===== src/bcr_pkg.sv =====
// Shared types and constants of the button click recorder.
package bcr_pkg;

   // Operation codes of a request word.
   typedef enum logic [1:0] {
      OP_LEVEL   = 2'd0,
      OP_POP     = 2'd1,
      OP_CONFIRM = 2'd2,
      OP_WIPE    = 2'd3
   } op_type;

   // Classification codes of a popped click.
   localparam logic [1:0] CLASS_NONE   = 2'd0;
   localparam logic [1:0] CLASS_CLICK  = 2'd1;
   localparam logic [1:0] CLASS_SIMUL  = 2'd2;
   localparam logic [1:0] CLASS_IGNORE = 2'd3;

   // Register indexes of the control port.
   localparam int CSR_IDX_W = 2;
   localparam int CSR_DATA_W = 16;
   localparam logic [CSR_IDX_W-1:0] CSR_LONG_CLICK = 2'd0;
   localparam logic [CSR_IDX_W-1:0] CSR_SIM_WINDOW = 2'd1;
   localparam logic [CSR_IDX_W-1:0] CSR_SIM_RESP   = 2'd2;

   // Reset values of the control registers.
   localparam logic [15:0] LONG_CLICK_RST = 16'd1000;
   localparam logic [15:0] SIM_WINDOW_RST = 16'd100;

   // Request word.
   typedef struct packed {
      logic [1:0]  opcode;
      logic        level;
      logic [31:0] now_ms;
      logic        partner_pressed;
      logic [31:0] partner_press_time;
   } req_type;

   // Response word.
   typedef struct packed {
      logic        click_valid;
      logic [31:0] click_time;
      logic [31:0] click_duration;
      logic        click_simultaneous;
      logic [1:0]  click_class;
      logic        pressed;
      logic [31:0] held_duration;
      logic        long_held;
      logic [31:0] release_duration;
      logic [3:0]  available;
      logic        partner_confirm;
   } rsp_type;

   // Control register set.
   typedef struct packed {
      logic [15:0] long_click_time;
      logic [15:0] simultaneous_window;
      logic        simultaneous_responder;
   } cfg_type;

   // One click record in the ring memory.
   typedef struct packed {
      logic [31:0] press_ms;
      logic [31:0] duration;
      logic        simul;
   } ring_entry_type;

endpackage


===== src/bcr_csr.sv =====
// Control registers of the button click recorder.
module bcr_csr (
   input  logic                            clock,
   input  logic                            reset,
   input  logic                            csr_valid,
   output logic                            csr_ready,
   input  logic [bcr_pkg::CSR_IDX_W-1:0]   csr_index,
   input  logic [bcr_pkg::CSR_DATA_W-1:0]  csr_wdata,
   output bcr_pkg::cfg_type                cfg
);
   import bcr_pkg::*;

   cfg_type cfg_ff;
   cfg_type cfg_in;

   // Writes are always taken; an index beyond the register list is dropped.
   assign csr_ready = 1'b1;

   always_comb begin
      cfg_in = cfg_ff;
      if (csr_valid) begin
         unique case (csr_index)
            CSR_LONG_CLICK: cfg_in.long_click_time = csr_wdata;
            CSR_SIM_WINDOW: cfg_in.simultaneous_window = csr_wdata;
            CSR_SIM_RESP:   cfg_in.simultaneous_responder = csr_wdata[0];
            default:        cfg_in = cfg_ff;
         endcase
      end
   end

   always_ff @(posedge clock) begin
      if (reset) begin
         cfg_ff.long_click_time <= LONG_CLICK_RST;
         cfg_ff.simultaneous_window <= SIM_WINDOW_RST;
         cfg_ff.simultaneous_responder <= 1'b0;
      end else begin
         cfg_ff <= cfg_in;
      end
   end

   assign cfg = cfg_ff;

endmodule


===== src/bcr_ring_mem.sv =====
// Click record memory: one write port and one registered read port.
module bcr_ring_mem #(
   parameter int DEPTH = 8
) (
   input  logic                          clock,
   input  logic                          rd_en,
   input  logic [$clog2(DEPTH)-1:0]      rd_addr,
   output bcr_pkg::ring_entry_type       rd_data,
   input  logic                          wr_en,
   input  logic [$clog2(DEPTH)-1:0]      wr_addr,
   input  bcr_pkg::ring_entry_type       wr_data
);
   import bcr_pkg::*;

   ring_entry_type mem [DEPTH];
   ring_entry_type rd_data_ff;

   // Write port.
   always_ff @(posedge clock) begin
      if (wr_en) begin
         mem[wr_addr] <= wr_data;
      end
   end

   // Registered read port.
   always_ff @(posedge clock) begin
      if (rd_en) begin
         rd_data_ff <= mem[rd_addr];
      end
   end

   assign rd_data = rd_data_ff;

endmodule


===== src/bcr_engine.sv =====
// Sequencer, ring pointers, press state and response register.
module bcr_engine #(
   parameter int RING_DEPTH = 8
) (
   input  logic                            clock,
   input  logic                            reset,
   input  bcr_pkg::cfg_type                cfg,
   input  logic                            req_valid,
   output logic                            req_ready,
   input  bcr_pkg::req_type                req_item,
   output logic                            rsp_valid,
   input  logic                            rsp_ready,
   output bcr_pkg::rsp_type                rsp_item,
   output logic                            mem_rd_en,
   output logic [$clog2(RING_DEPTH)-1:0]   mem_rd_addr,
   input  bcr_pkg::ring_entry_type         mem_rd_data,
   output logic                            mem_wr_en,
   output logic [$clog2(RING_DEPTH)-1:0]   mem_wr_addr,
   output bcr_pkg::ring_entry_type         mem_wr_data
);
   import bcr_pkg::*;

   localparam int PTR_W = $clog2(RING_DEPTH);
   localparam int CNT_W = $clog2(RING_DEPTH + 1);
   localparam logic [PTR_W-1:0] LAST_PTR = PTR_W'(RING_DEPTH - 1);
   localparam logic [CNT_W-1:0] CNT_FULL = CNT_W'(RING_DEPTH);

   typedef enum logic {
      S_IDLE,
      S_EXEC
   } state_type;

   function automatic logic [PTR_W-1:0] next_ptr(input logic [PTR_W-1:0] p);
      return (p == LAST_PTR) ? '0 : p + 1'b1;
   endfunction

   state_type        state_ff, state_in;
   req_type          item_ff;
   logic [PTR_W-1:0] wr_ptr_ff, wr_ptr_in;
   logic [PTR_W-1:0] rd_ptr_ff, rd_ptr_in;
   logic [CNT_W-1:0] count_ff, count_in;
   logic             pressed_ff, pressed_in;
   logic [31:0]      press_time_ff, press_time_in;
   logic             simul_ff, simul_in;
   logic [31:0]      last_end_ff, last_end_in;
   logic             rsp_valid_ff, rsp_valid_in;
   rsp_type          rsp_ff, rsp_in;

   logic        req_fire;
   logic        exec_done;
   logic        is_release;
   logic [31:0] held_diff;
   logic [31:0] cur_held;
   logic [31:0] sim_diff;
   logic        sim_hit;
   logic        pop_ok;
   logic [31:0] long_ext;
   logic [31:0] window_ext;

   // One item at a time: accept in idle, finish once the response slot frees.
   assign req_ready = (state_ff == S_IDLE);
   assign req_fire  = req_valid && req_ready;
   assign exec_done = (state_ff == S_EXEC) && (!rsp_valid_ff || rsp_ready);

   // The oldest record is fetched on every accept; only a pop uses it.
   assign mem_rd_en   = req_fire;
   assign mem_rd_addr = rd_ptr_ff;

   // Shared differences and compares for the item under work.
   assign long_ext   = {16'd0, cfg.long_click_time};
   assign window_ext = {16'd0, cfg.simultaneous_window};
   assign held_diff  = item_ff.now_ms - press_time_ff;
   assign cur_held   = pressed_ff ? held_diff : 32'd0;
   assign sim_diff   = (item_ff.now_ms >= item_ff.partner_press_time)
                       ? (item_ff.now_ms - item_ff.partner_press_time)
                       : (item_ff.partner_press_time - item_ff.now_ms);
   assign sim_hit    = !simul_ff && item_ff.partner_pressed && (sim_diff < window_ext);
   assign pop_ok     = (count_ff != '0) && (cur_held < long_ext);
   assign is_release = (op_type'(item_ff.opcode) == OP_LEVEL) && !item_ff.level;

   // A release writes a new record at the write pointer.
   assign mem_wr_en   = exec_done && is_release;
   assign mem_wr_addr = wr_ptr_ff;
   always_comb begin
      mem_wr_data.press_ms = press_time_ff;
      mem_wr_data.duration = held_diff;
      mem_wr_data.simul    = simul_ff;
   end

   // Next state of the recorder and the response word for this item.
   always_comb begin
      wr_ptr_in     = wr_ptr_ff;
      rd_ptr_in     = rd_ptr_ff;
      count_in      = count_ff;
      pressed_in    = pressed_ff;
      press_time_in = press_time_ff;
      simul_in      = simul_ff;
      last_end_in   = last_end_ff;
      rsp_in        = '0;

      unique case (op_type'(item_ff.opcode))
         OP_LEVEL: begin
            pressed_in = item_ff.level;
            if (item_ff.level) begin
               press_time_in = item_ff.now_ms;
               if (sim_hit) begin
                  simul_in = 1'b1;
                  rsp_in.partner_confirm = 1'b1;
               end
            end else begin
               // Press time plus duration is the release time itself.
               last_end_in   = item_ff.now_ms;
               press_time_in = '0;
               simul_in      = 1'b0;
               wr_ptr_in     = next_ptr(wr_ptr_ff);
               if (count_ff == CNT_FULL) begin
                  rd_ptr_in = next_ptr(rd_ptr_ff);
               end else begin
                  count_in = count_ff + 1'b1;
               end
            end
         end
         OP_POP: begin
            if (pop_ok) begin
               rsp_in.click_valid        = 1'b1;
               rsp_in.click_time         = mem_rd_data.press_ms;
               rsp_in.click_duration     = mem_rd_data.duration;
               rsp_in.click_simultaneous = mem_rd_data.simul;
               rd_ptr_in = next_ptr(rd_ptr_ff);
               count_in  = count_ff - 1'b1;
               priority if (cfg.simultaneous_responder && mem_rd_data.simul &&
                            (mem_rd_data.duration < long_ext)) begin
                  rsp_in.click_class = CLASS_SIMUL;
               end else if (!mem_rd_data.simul && (mem_rd_data.duration < long_ext)) begin
                  rsp_in.click_class = CLASS_CLICK;
               end else begin
                  rsp_in.click_class = CLASS_IGNORE;
               end
            end else begin
               rsp_in.click_class = CLASS_NONE;
            end
         end
         OP_CONFIRM: begin
            simul_in = 1'b1;
         end
         OP_WIPE: begin
            wr_ptr_in = '0;
            rd_ptr_in = '0;
            count_in  = '0;
         end
         default: begin
            simul_in = simul_ff;
         end
      endcase

      // Live status after the item; a fresh press has held for zero time.
      rsp_in.pressed = pressed_in;
      rsp_in.held_duration =
         (pressed_in && (op_type'(item_ff.opcode) != OP_LEVEL)) ? held_diff : 32'd0;
      rsp_in.long_held = pressed_in && (rsp_in.held_duration >= long_ext);
      rsp_in.release_duration = pressed_in ? 32'd0 : (item_ff.now_ms - last_end_in);
      rsp_in.available = 4'(count_in);
   end

   // Sequencer and response slot control.
   always_comb begin
      state_in     = state_ff;
      rsp_valid_in = rsp_valid_ff;
      if (rsp_valid_ff && rsp_ready) begin
         rsp_valid_in = 1'b0;
      end
      unique case (state_ff)
         S_IDLE: begin
            if (req_fire) begin
               state_in = S_EXEC;
            end
         end
         S_EXEC: begin
            if (exec_done) begin
               state_in     = S_IDLE;
               rsp_valid_in = 1'b1;
            end
         end
         default: state_in = S_IDLE;
      endcase
   end

   // State, recorder registers and the response register.
   always_ff @(posedge clock) begin
      if (reset) begin
         state_ff      <= S_IDLE;
         rsp_valid_ff  <= 1'b0;
         wr_ptr_ff     <= '0;
         rd_ptr_ff     <= '0;
         count_ff      <= '0;
         pressed_ff    <= 1'b0;
         press_time_ff <= '0;
         simul_ff      <= 1'b0;
         last_end_ff   <= '0;
      end else begin
         state_ff     <= state_in;
         rsp_valid_ff <= rsp_valid_in;
         if (req_fire) begin
            item_ff <= req_item;
         end
         if (exec_done) begin
            wr_ptr_ff     <= wr_ptr_in;
            rd_ptr_ff     <= rd_ptr_in;
            count_ff      <= count_in;
            pressed_ff    <= pressed_in;
            press_time_ff <= press_time_in;
            simul_ff      <= simul_in;
            last_end_ff   <= last_end_in;
            rsp_ff        <= rsp_in;
         end
      end
   end

   assign rsp_valid = rsp_valid_ff;
   assign rsp_item  = rsp_ff;

   // The fill count never passes the ring depth.
   assert property (@(posedge clock) disable iff (reset) count_ff <= CNT_FULL)
      else $error("ring fill count above depth");

   // An empty or full ring has its pointers together.
   assert property (@(posedge clock) disable iff (reset)
      ((count_ff == '0) || (count_ff == CNT_FULL)) |-> (wr_ptr_ff == rd_ptr_ff))
      else $error("ring pointers disagree with fill count");

   // The memory is written only while an item finishes.
   assert property (@(posedge clock) disable iff (reset)
      mem_wr_en |-> (state_ff == S_EXEC))
      else $error("ring write outside of item execution");

   // An accepted word is worked on in the next cycle.
   assert property (@(posedge clock) disable iff (reset)
      req_fire |=> (state_ff == S_EXEC))
      else $error("accepted word not executed");

   // A finished item always leaves a response waiting.
   assert property (@(posedge clock) disable iff (reset)
      exec_done |=> rsp_valid_ff)
      else $error("finished item left no response");

endmodule


===== src/button_click_recorder_top.sv =====
// Top level of the button click recorder.
//
//   Channel   Ports                               Moves
//   request   req_valid/req_ready/req_item         one event word per accept
//   response  rsp_valid/rsp_ready/rsp_item         one result word per request
//   control   csr_valid/csr_ready/csr_index/wdata  one register write per accept
//
// Each request word is handled in an accept cycle, which issues the read of the
// oldest record, and a work cycle, which uses the registered memory data, updates
// the ring and press state and loads the response register.
// A request is accepted while an earlier response still waits; the work cycle
// stalls only while that response has not been taken.
// Reset is synchronous; the ring memory needs no clearing pass since records
// are reached only through the fill count.
module button_click_recorder_top #(
   parameter int RING_DEPTH = 8
) (
   input  logic                            clock,
   input  logic                            reset,
   input  logic                            req_valid,
   output logic                            req_ready,
   input  bcr_pkg::req_type                req_item,
   output logic                            rsp_valid,
   input  logic                            rsp_ready,
   output bcr_pkg::rsp_type                rsp_item,
   input  logic                            csr_valid,
   output logic                            csr_ready,
   input  logic [bcr_pkg::CSR_IDX_W-1:0]   csr_index,
   input  logic [bcr_pkg::CSR_DATA_W-1:0]  csr_wdata
);
   import bcr_pkg::*;

   localparam int PTR_W = $clog2(RING_DEPTH);

   cfg_type          cfg;
   logic             mem_rd_en;
   logic [PTR_W-1:0] mem_rd_addr;
   ring_entry_type   mem_rd_data;
   logic             mem_wr_en;
   logic [PTR_W-1:0] mem_wr_addr;
   ring_entry_type   mem_wr_data;

   // Control registers.
   bcr_csr u_csr (
      .clock     (clock),
      .reset     (reset),
      .csr_valid (csr_valid),
      .csr_ready (csr_ready),
      .csr_index (csr_index),
      .csr_wdata (csr_wdata),
      .cfg       (cfg)
   );

   // Click record memory.
   bcr_ring_mem #(
      .DEPTH (RING_DEPTH)
   ) u_ring_mem (
      .clock   (clock),
      .rd_en   (mem_rd_en),
      .rd_addr (mem_rd_addr),
      .rd_data (mem_rd_data),
      .wr_en   (mem_wr_en),
      .wr_addr (mem_wr_addr),
      .wr_data (mem_wr_data)
   );

   // Sequencer and recorder state.
   bcr_engine #(
      .RING_DEPTH (RING_DEPTH)
   ) u_engine (
      .clock       (clock),
      .reset       (reset),
      .cfg         (cfg),
      .req_valid   (req_valid),
      .req_ready   (req_ready),
      .req_item    (req_item),
      .rsp_valid   (rsp_valid),
      .rsp_ready   (rsp_ready),
      .rsp_item    (rsp_item),
      .mem_rd_en   (mem_rd_en),
      .mem_rd_addr (mem_rd_addr),
      .mem_rd_data (mem_rd_data),
      .mem_wr_en   (mem_wr_en),
      .mem_wr_addr (mem_wr_addr),
      .mem_wr_data (mem_wr_data)
   );

endmodule


===== config.mk =====
export PLATFORM = sky130hd
export DESIGN_NAME = button_click_recorder_top
export DESIGN_NICKNAME = d
export VERILOG_FILES = /design/src/bcr_pkg.sv /design/src/bcr_csr.sv /design/src/bcr_ring_mem.sv /design/src/bcr_engine.sv /design/src/button_click_recorder_top.sv
export SDC_FILE = /design/constraint.sdc
export NUM_CORES = 1
export LEC_CHECK = 0
export ABC_CLOCK_PERIOD_IN_PS = 12990
export BUFFER_PORTS_ARGS = -buffer_cell sky130_fd_sc_hd__buf_4
export CORE_ASPECT_RATIO = 0.75
export CORE_MARGIN = 5
export CORE_UTILIZATION = 35
export DETAILED_ROUTE_END_ITERATION = 16
export GPL_ROUTABILITY_DRIVEN = 0
export MAX_ROUTING_LAYER = met4
export PLACE_DENSITY = 0.51
export SKIP_LAST_GASP = 1
export SYNTH_ARGS = -nofsm -noshare
export SYNTH_HDL_FRONTEND = slang
export SYNTH_SLANG_ARGS = --single-unit

===== constraint.sdc =====
create_clock -name clock -period 12.99 [get_ports clock]
set_input_delay 1.299 -clock clock [delete_from_list [all_inputs] [get_ports clock]]
set_output_delay 1.299 -clock clock [all_outputs]
set_load 0.02 [all_outputs]

# --- Yosys cells after proc, flatten, opt, wreduce, memory -nomap -nowiden ---
# Memories as Yosys holds them, arrays and structs flattened. A register that Yosys moved wholly into a read port is not among the register bits.
# Index checks and enable logic that the tools add are counted.
totals:
  out_inout_bits: 142
  ram_bits: 520
  memories: 1
  input_bits: 91
  ff_bits: 318
  elab_cells: 130
classes:
  bitwise: 4
  n_eq_ne: 12
  n_mux: 34
  magnitude_cmp: 5
  n_reduce_logical: 37
  addsub: 8
mem_list:
  columns: ["memory", "depth", "width", "read_ports", "rd_clocked_by_memory_dff", "wr", "line_no", "text"]
  rows:
  - ["u_ring_mem.mem", 8, 65, 1, 1, 1, "bcr_ring_mem.sv:15", "ring_entry_type mem [DEPTH];"]
op_table:
  columns: ["cell", "n"]
  rows:
  - ["$mux 32", 6]
  - ["$sub 32x32->32", 4]
  - ["$lt 32x16->1", 3]
  - ["$mux 66", 1]
  - ["$ge 32x16->1", 1]
  - ["$ge 32x32->1", 1]
  - ["$mux 3", 6]
  - ["$reduce_and 2->1", 8]
  - ["$logic_and 1x1->1", 13]
  - ["$mux 4", 3]
  - ["$pmux 4 s3", 1]
  - ["$mux 1", 11]
  - ["$pmux 3 s3", 1]
  - ["$add 3x1->3 const B", 2]
  - ["$eq 2x2->1 const B", 3]
  - ["$eq 3x3->1 const B", 2]
  - ["$pmux 3 s2", 1]
  - ["$reduce_and 3->1", 2]
  - ["$reduce_bool 2->1", 3]
  - ["$reduce_and 5->1", 1]
  - ["$add 4x1->4 const B", 1]
  - ["$eq 2x1->1 const B", 2]
  - ["$eq 4x4->1 const B", 1]
  - ["$logic_not 1->1", 4]
  - ["12 further kinds", 19]

# --- Longest topological paths before layout ---
depth:
  depth_word: 7
  ltp_mapped: 27
  depth_no_buf: 25

# --- Hierarchy ---
# Synthesis repeated with hierarchy kept, for this count alone.
unflattened:
  hier_cells: 2989
  area_unflattened_um2: 41991.5
by_module_without_submodules:
  columns: ["module", "area_each_um2", "seq_area_each_um2", "cells_per_inst", "instances"]
  rows:
  - ["bcr_ring_mem", 21508.1, 17566.8, 829, 1]
  - ["bcr_engine", 19097.1, 7777.5, 2024, 1]
  - ["bcr_csr", 1386.3, 660.6, 136, 1]

# --- Least setup slack after synthesis ---
# Ideal clock, no wire load.
synth_timing:
  path_kind: "in2reg"
  startpoint: "input port rsp_ready"
  endpoint: "memory u_ring_mem.mem[0][0] (netlist bit) (enable)"
  slack_ps: 3748
  setup_ps: 671
  n_path_buf: 1
  required_time_ps: 12319
  arrival_ps: 8571
  path_stages: 5
  path_cell_list: "nand2b_1 -> and2_1 -> nand2_1 -> clkbuf_1 -> nor4b_1"
synth_between:
  elab_chain_len: 5
synth_lines:
  columns: ["item", "line_no", "text"]
  rows:
  - ["from (decl)", "button_click_recorder_top.sv:24", "input logic rsp_ready,"]
  - ["$logic_or 1x1->1", "bcr_engine.sv:63", "assign exec_done = (state_ff == S_EXEC) && (!rsp_valid_ff || rsp_ready);"]
  - ["$logic_and 1x1->1", "bcr_engine.sv:63", null]
  - ["$logic_and 1x1->1", "bcr_engine.sv:82", "assign mem_wr_en = exec_done && is_release;"]
  - ["$mux 1", "bcr_ring_mem.sv:20", "if (wr_en) begin"]
  - ["$mux 1 (not written as such)", "bcr_ring_mem.sv:21", "mem[wr_addr] <= wr_data;"]
  - ["to (decl)", "bcr_ring_mem.sv:15", null]
# Every way passes these cells.

# --- Final worst setup path ---
layout_timing:
  startpoint: "register u_engine.item_ff[33] (netlist bit)"
  endpoint: "register u_engine.rsp_ff (netlist bit u_engine.rsp_item[0]) (data pin)"
layout_between:
  elab_chain_len: 5
  elab_cells_between_ends: 7
  cone_classes: "2 x add/sub; 2 x order compare; 2 x mux; 1 x reduce/logical"
layout_lines:
  columns: ["item", "line_no", "text"]
  rows:
  - ["from (decl)", "bcr_engine.sv:38", "req_type item_ff;"]
  - ["from (signal assigned)", "bcr_engine.sv:204", "item_ff <= req_item;"]
  - ["$sub 32x32->32 (tied with other cells)", "bcr_engine.sv:76", ": (item_ff.partner_press_time - item_ff.now_ms);"]
  - ["$mux 32 *", "bcr_engine.sv:75", "? (item_ff.now_ms - item_ff.partner_press_time)"]
  - ["$lt 32x16->1 *", "bcr_engine.sv:77", "assign sim_hit = !simul_ff && item_ff.partner_pressed && (sim_diff < window_ext);"]
  - ["$logic_and 1x1->1 *", "bcr_engine.sv:77", null]
  - ["$mux 1 *", "bcr_engine.sv:106", "if (sim_hit) begin"]
  - ["to (signal assigned)", "bcr_engine.sv:214", "rsp_ff <= rsp_in;"]
  - ["to (decl)", "bcr_engine.sv:47", "rsp_type rsp_ff, rsp_in;"]
# Every way passes the cells marked *; elsewhere a longest branch is shown, timed or not.
# A chain may end at the register's enable or synchronous reset.

==> key figures <==
Layout
  – Fillers: 11.10k
  – Commonest non-fill, non-tap cell in the layout: edfxtp_1
  – Synthesis-to-layout area growth: 15.86%
  – Most frequent cells in the layout: edfxtp_1, buf_4, ha_1
  – Post-route cell area: 48650 sq um
  – Fraction of layout cells with a size suffix above 1: 0.2056
  – NumNets Final: 3556
  – Fin util: 0.4068
  – Non-filler cells, final: 4917

Timing
  – Hold Slack: 0.4564 ns
  – Slew of the pin with the lowest slew margin: 1.265 ns
  – Setup Skew: 0.03721 ns
  – Pins Over Slew Limit: 0
  – Max-Slew Margin vs Limit: 0.1505
  – Final worst slack: 6.530 ns
  – Setup TNS: 0 ns
  – Peak Freq: 0.1548 GHz
  – Count of final setup violators: 0
  – Crit share post-route: 0.4973
  – Min Tclk post-route: 6.460 ns
  – Final Hold Vio Count: 0
  – Unrepaired setup endpoints after global routing: false

Pwr
  – Peak supply drop: 0.1005 mV
  – Tot Pwr: 6.595 mW
  – Pwr Density: 135.5 nW/um^2
  – Leak pwr: 16.42 nW

Clock network
  – Clk pin slew, worst setup/hold paths: 0.06 ns
  – CTS tree: built
  – CTS Hold Bufs: 0
  – Clock Sinks: 903
  – Root buffer cell: clkbuf_16
  – Post-CTS Setup Inserts: 0
  – PostCTS Resize Cnt: 0
  – Clock Tree Buf Depth: 3
  – H-tree levels: 3
  – Cts bufs inserted: 91
  – Clock Latency Late Sink: 0.70 ns

Setup path
  – Critical path buffers and inverters: 3
  – Maximum fanout along the worst path: 22
  – Worst setup SP type: flop
  – Top delay family on crit path: compound AO/OA/AOI/OAI gates
  – CP Class: flop to flop
  – Slowest CP cell: a221oi_1
  – Critical Path AT: 6.96 ns
  – Critical Path Sink Type: flop
  – R2R Setup Slk: 6.53 ns
  – Crit path required time: 13.49 ns
  – CP peak stage delay: 0.51 ns

Global routing
  – Largest net degree at the start of global routing: 140
  – Vias in the first global route: 25.71k
  – First-pass GRT wire length: 175.7 mm
  – Total GRT Usage: 0.1918
  – Initial antenna violation count: 1
  – Grt ovf: 0

Yosys
  – FF+latch count, synth: 903
  – Avg Cell Area, Syn: 13.86 sq um
  – Predominant post-synthesis flop cell: edfxtp_1
  – Mapped Cells: 3029
  – Mapped Nets: 3316
  – Ys Warns: 0
  – Share of the yosys chip area belonging to registers: 0.6193
  – Async set-or-reset flop fraction in the synthesized netlist: 0
  – Cell area after synthesis: 41990 sq um
  – Number of synthesized flops with an enable pin: 792
  – Netlist cell types: 97

Placement
  – Port bufs: 231
  – Placed cell count: 4744
  – Post-DP Area: 45600 sq um
  – Final HPWL DP: 80.42 mm
  – Pre-CTS WS: 6.718 ns

Floorplanning
  – Initial core utilization: 0.3511
  – FP Rows: 110
  – Die area: 127100 sq um
  – Die W: 410.0 um
  – CORE AREA: 119600 sq um
  – Num ports: 233
  – Chip Height: 310.0 um

Drt
  – Number of vias per cell: 5.264
  – WL/cell: 24.33 um
  – Initial DRC Count: 2385
  – Vias: 25.88k
  – Drt pass-1 iters: 7
  – DR DRC count: 0
  – Remaining antenna violation count after routing: 0
  – Final WL: 119.6 mm

Job
  – Max-Cap Viols: 0

Outcome
  – Status: finished clean

Hold path
  – Worst min-delay path class: flop to flop
-- routing by layer --
| layer | track usage | wire length [um] | part of all wire | up-vias |
|---|---|---|---|---|
| li1 | - | - | - | 11960 |
| met4 | 0.05118 | 3132 | 0.026 | 0 |
| met2 | 0.2913 | 54190 | 0.45 | 669 |
| met5 | - | 0 | 0 | - |
| met3 | 0.03284 | 6371 | 0.053 | 157 |
| met1 | 0.2686 | 55930 | 0.47 | 13100 |
-- cell type report --
cell class,count,area (sq um),area share
inverters,181,679.4,0.01396
diodes,2,5.005,0.0001029
clock buffers,110,2410,0.04953
repair buffers,283,2137,0.04393
multi-input cells,1809,14800,0.3043
flip-flops and latches,903,26020,0.5347
well taps,1568,1962,0.04033
clock inverters,61,639.4,0.01314
-- power breakdown --
part           leakage (nW)  total (mW)  switching [mW]  internal, mW
combinational          7.26       0.638           0.401         0.237
sequential             7.68        3.27          0.0439          3.22
clock                  1.47        2.69            1.15          1.53
total                  16.4        6.59            1.60          5.00
-- path summary, 6_finish.rpt --
path,startpoint,to,cells after the start
worst min-delay path,u_csr.cfg[31],u_csr.cfg[31],2
worst max register to register,u_engine.item_ff[33],u_engine.rsp_item[0],26
worst max-delay path,u_engine.item_ff[33],u_engine.rsp_item[0],26
worst min register to register,u_csr.cfg[31],u_csr.cfg[31],2
-- cell families after synthesis --
| group | synth area share |
|---|---|
| flops | 0.6193 |
| simple gates | 0.08644 |
| compound gates | 0.08876 |
| buf+inv | 0.03081 |
| mux | 0.09925 |
| fa+ha+maj | 0.05912 |
| xor+xnor | 0.01624 |
| other cells | 0.00008930 |
-- flip-flops by register name, indices dropped and copies added (netlist names), 3 cells and up --
name                    flops
u_engine.mem_wr_addr        3
u_engine.rsp_item         139
u_csr.cfg                  33
u_ring_mem.rd_data         65
u_engine.press_time_ff     32
u_engine.mem_rd_addr        3
u_ring_mem.mem            520
u_engine.item_ff           68
u_engine.last_end_ff       32
u_engine.count_ff           4
-- cell usage after synthesis, drive strengths merged (48+ instances only) --
| library cell | instances | area share |
|---|---|---|
| o21ai | 101 | 0.012 |
| nand2 | 176 | 0.016 |
| nand3 | 63 | 0.0077 |
| mux4 | 130 | 0.070 |
| a21oi | 192 | 0.024 |
| mux2 | 68 | 0.018 |
| and2 | 119 | 0.018 |
| nor2 | 168 | 0.015 |
| inv | 181 | 0.016 |
| ha | 192 | 0.057 |
| xnor2 | 48 | 0.010 |
| clkbuf | 103 | 0.010 |
| dfxtp | 111 | 0.053 |
| a21o | 59 | 0.011 |
| edfxtp | 792 | 0.57 |
-- worst min-delay path, stage by stage, from the launching register on --
cell and delay, ns:
dfxtp_1 0.31, nand2_1 0.05, a21oi_1 0.05
Power figures use the tool's default switching activity.
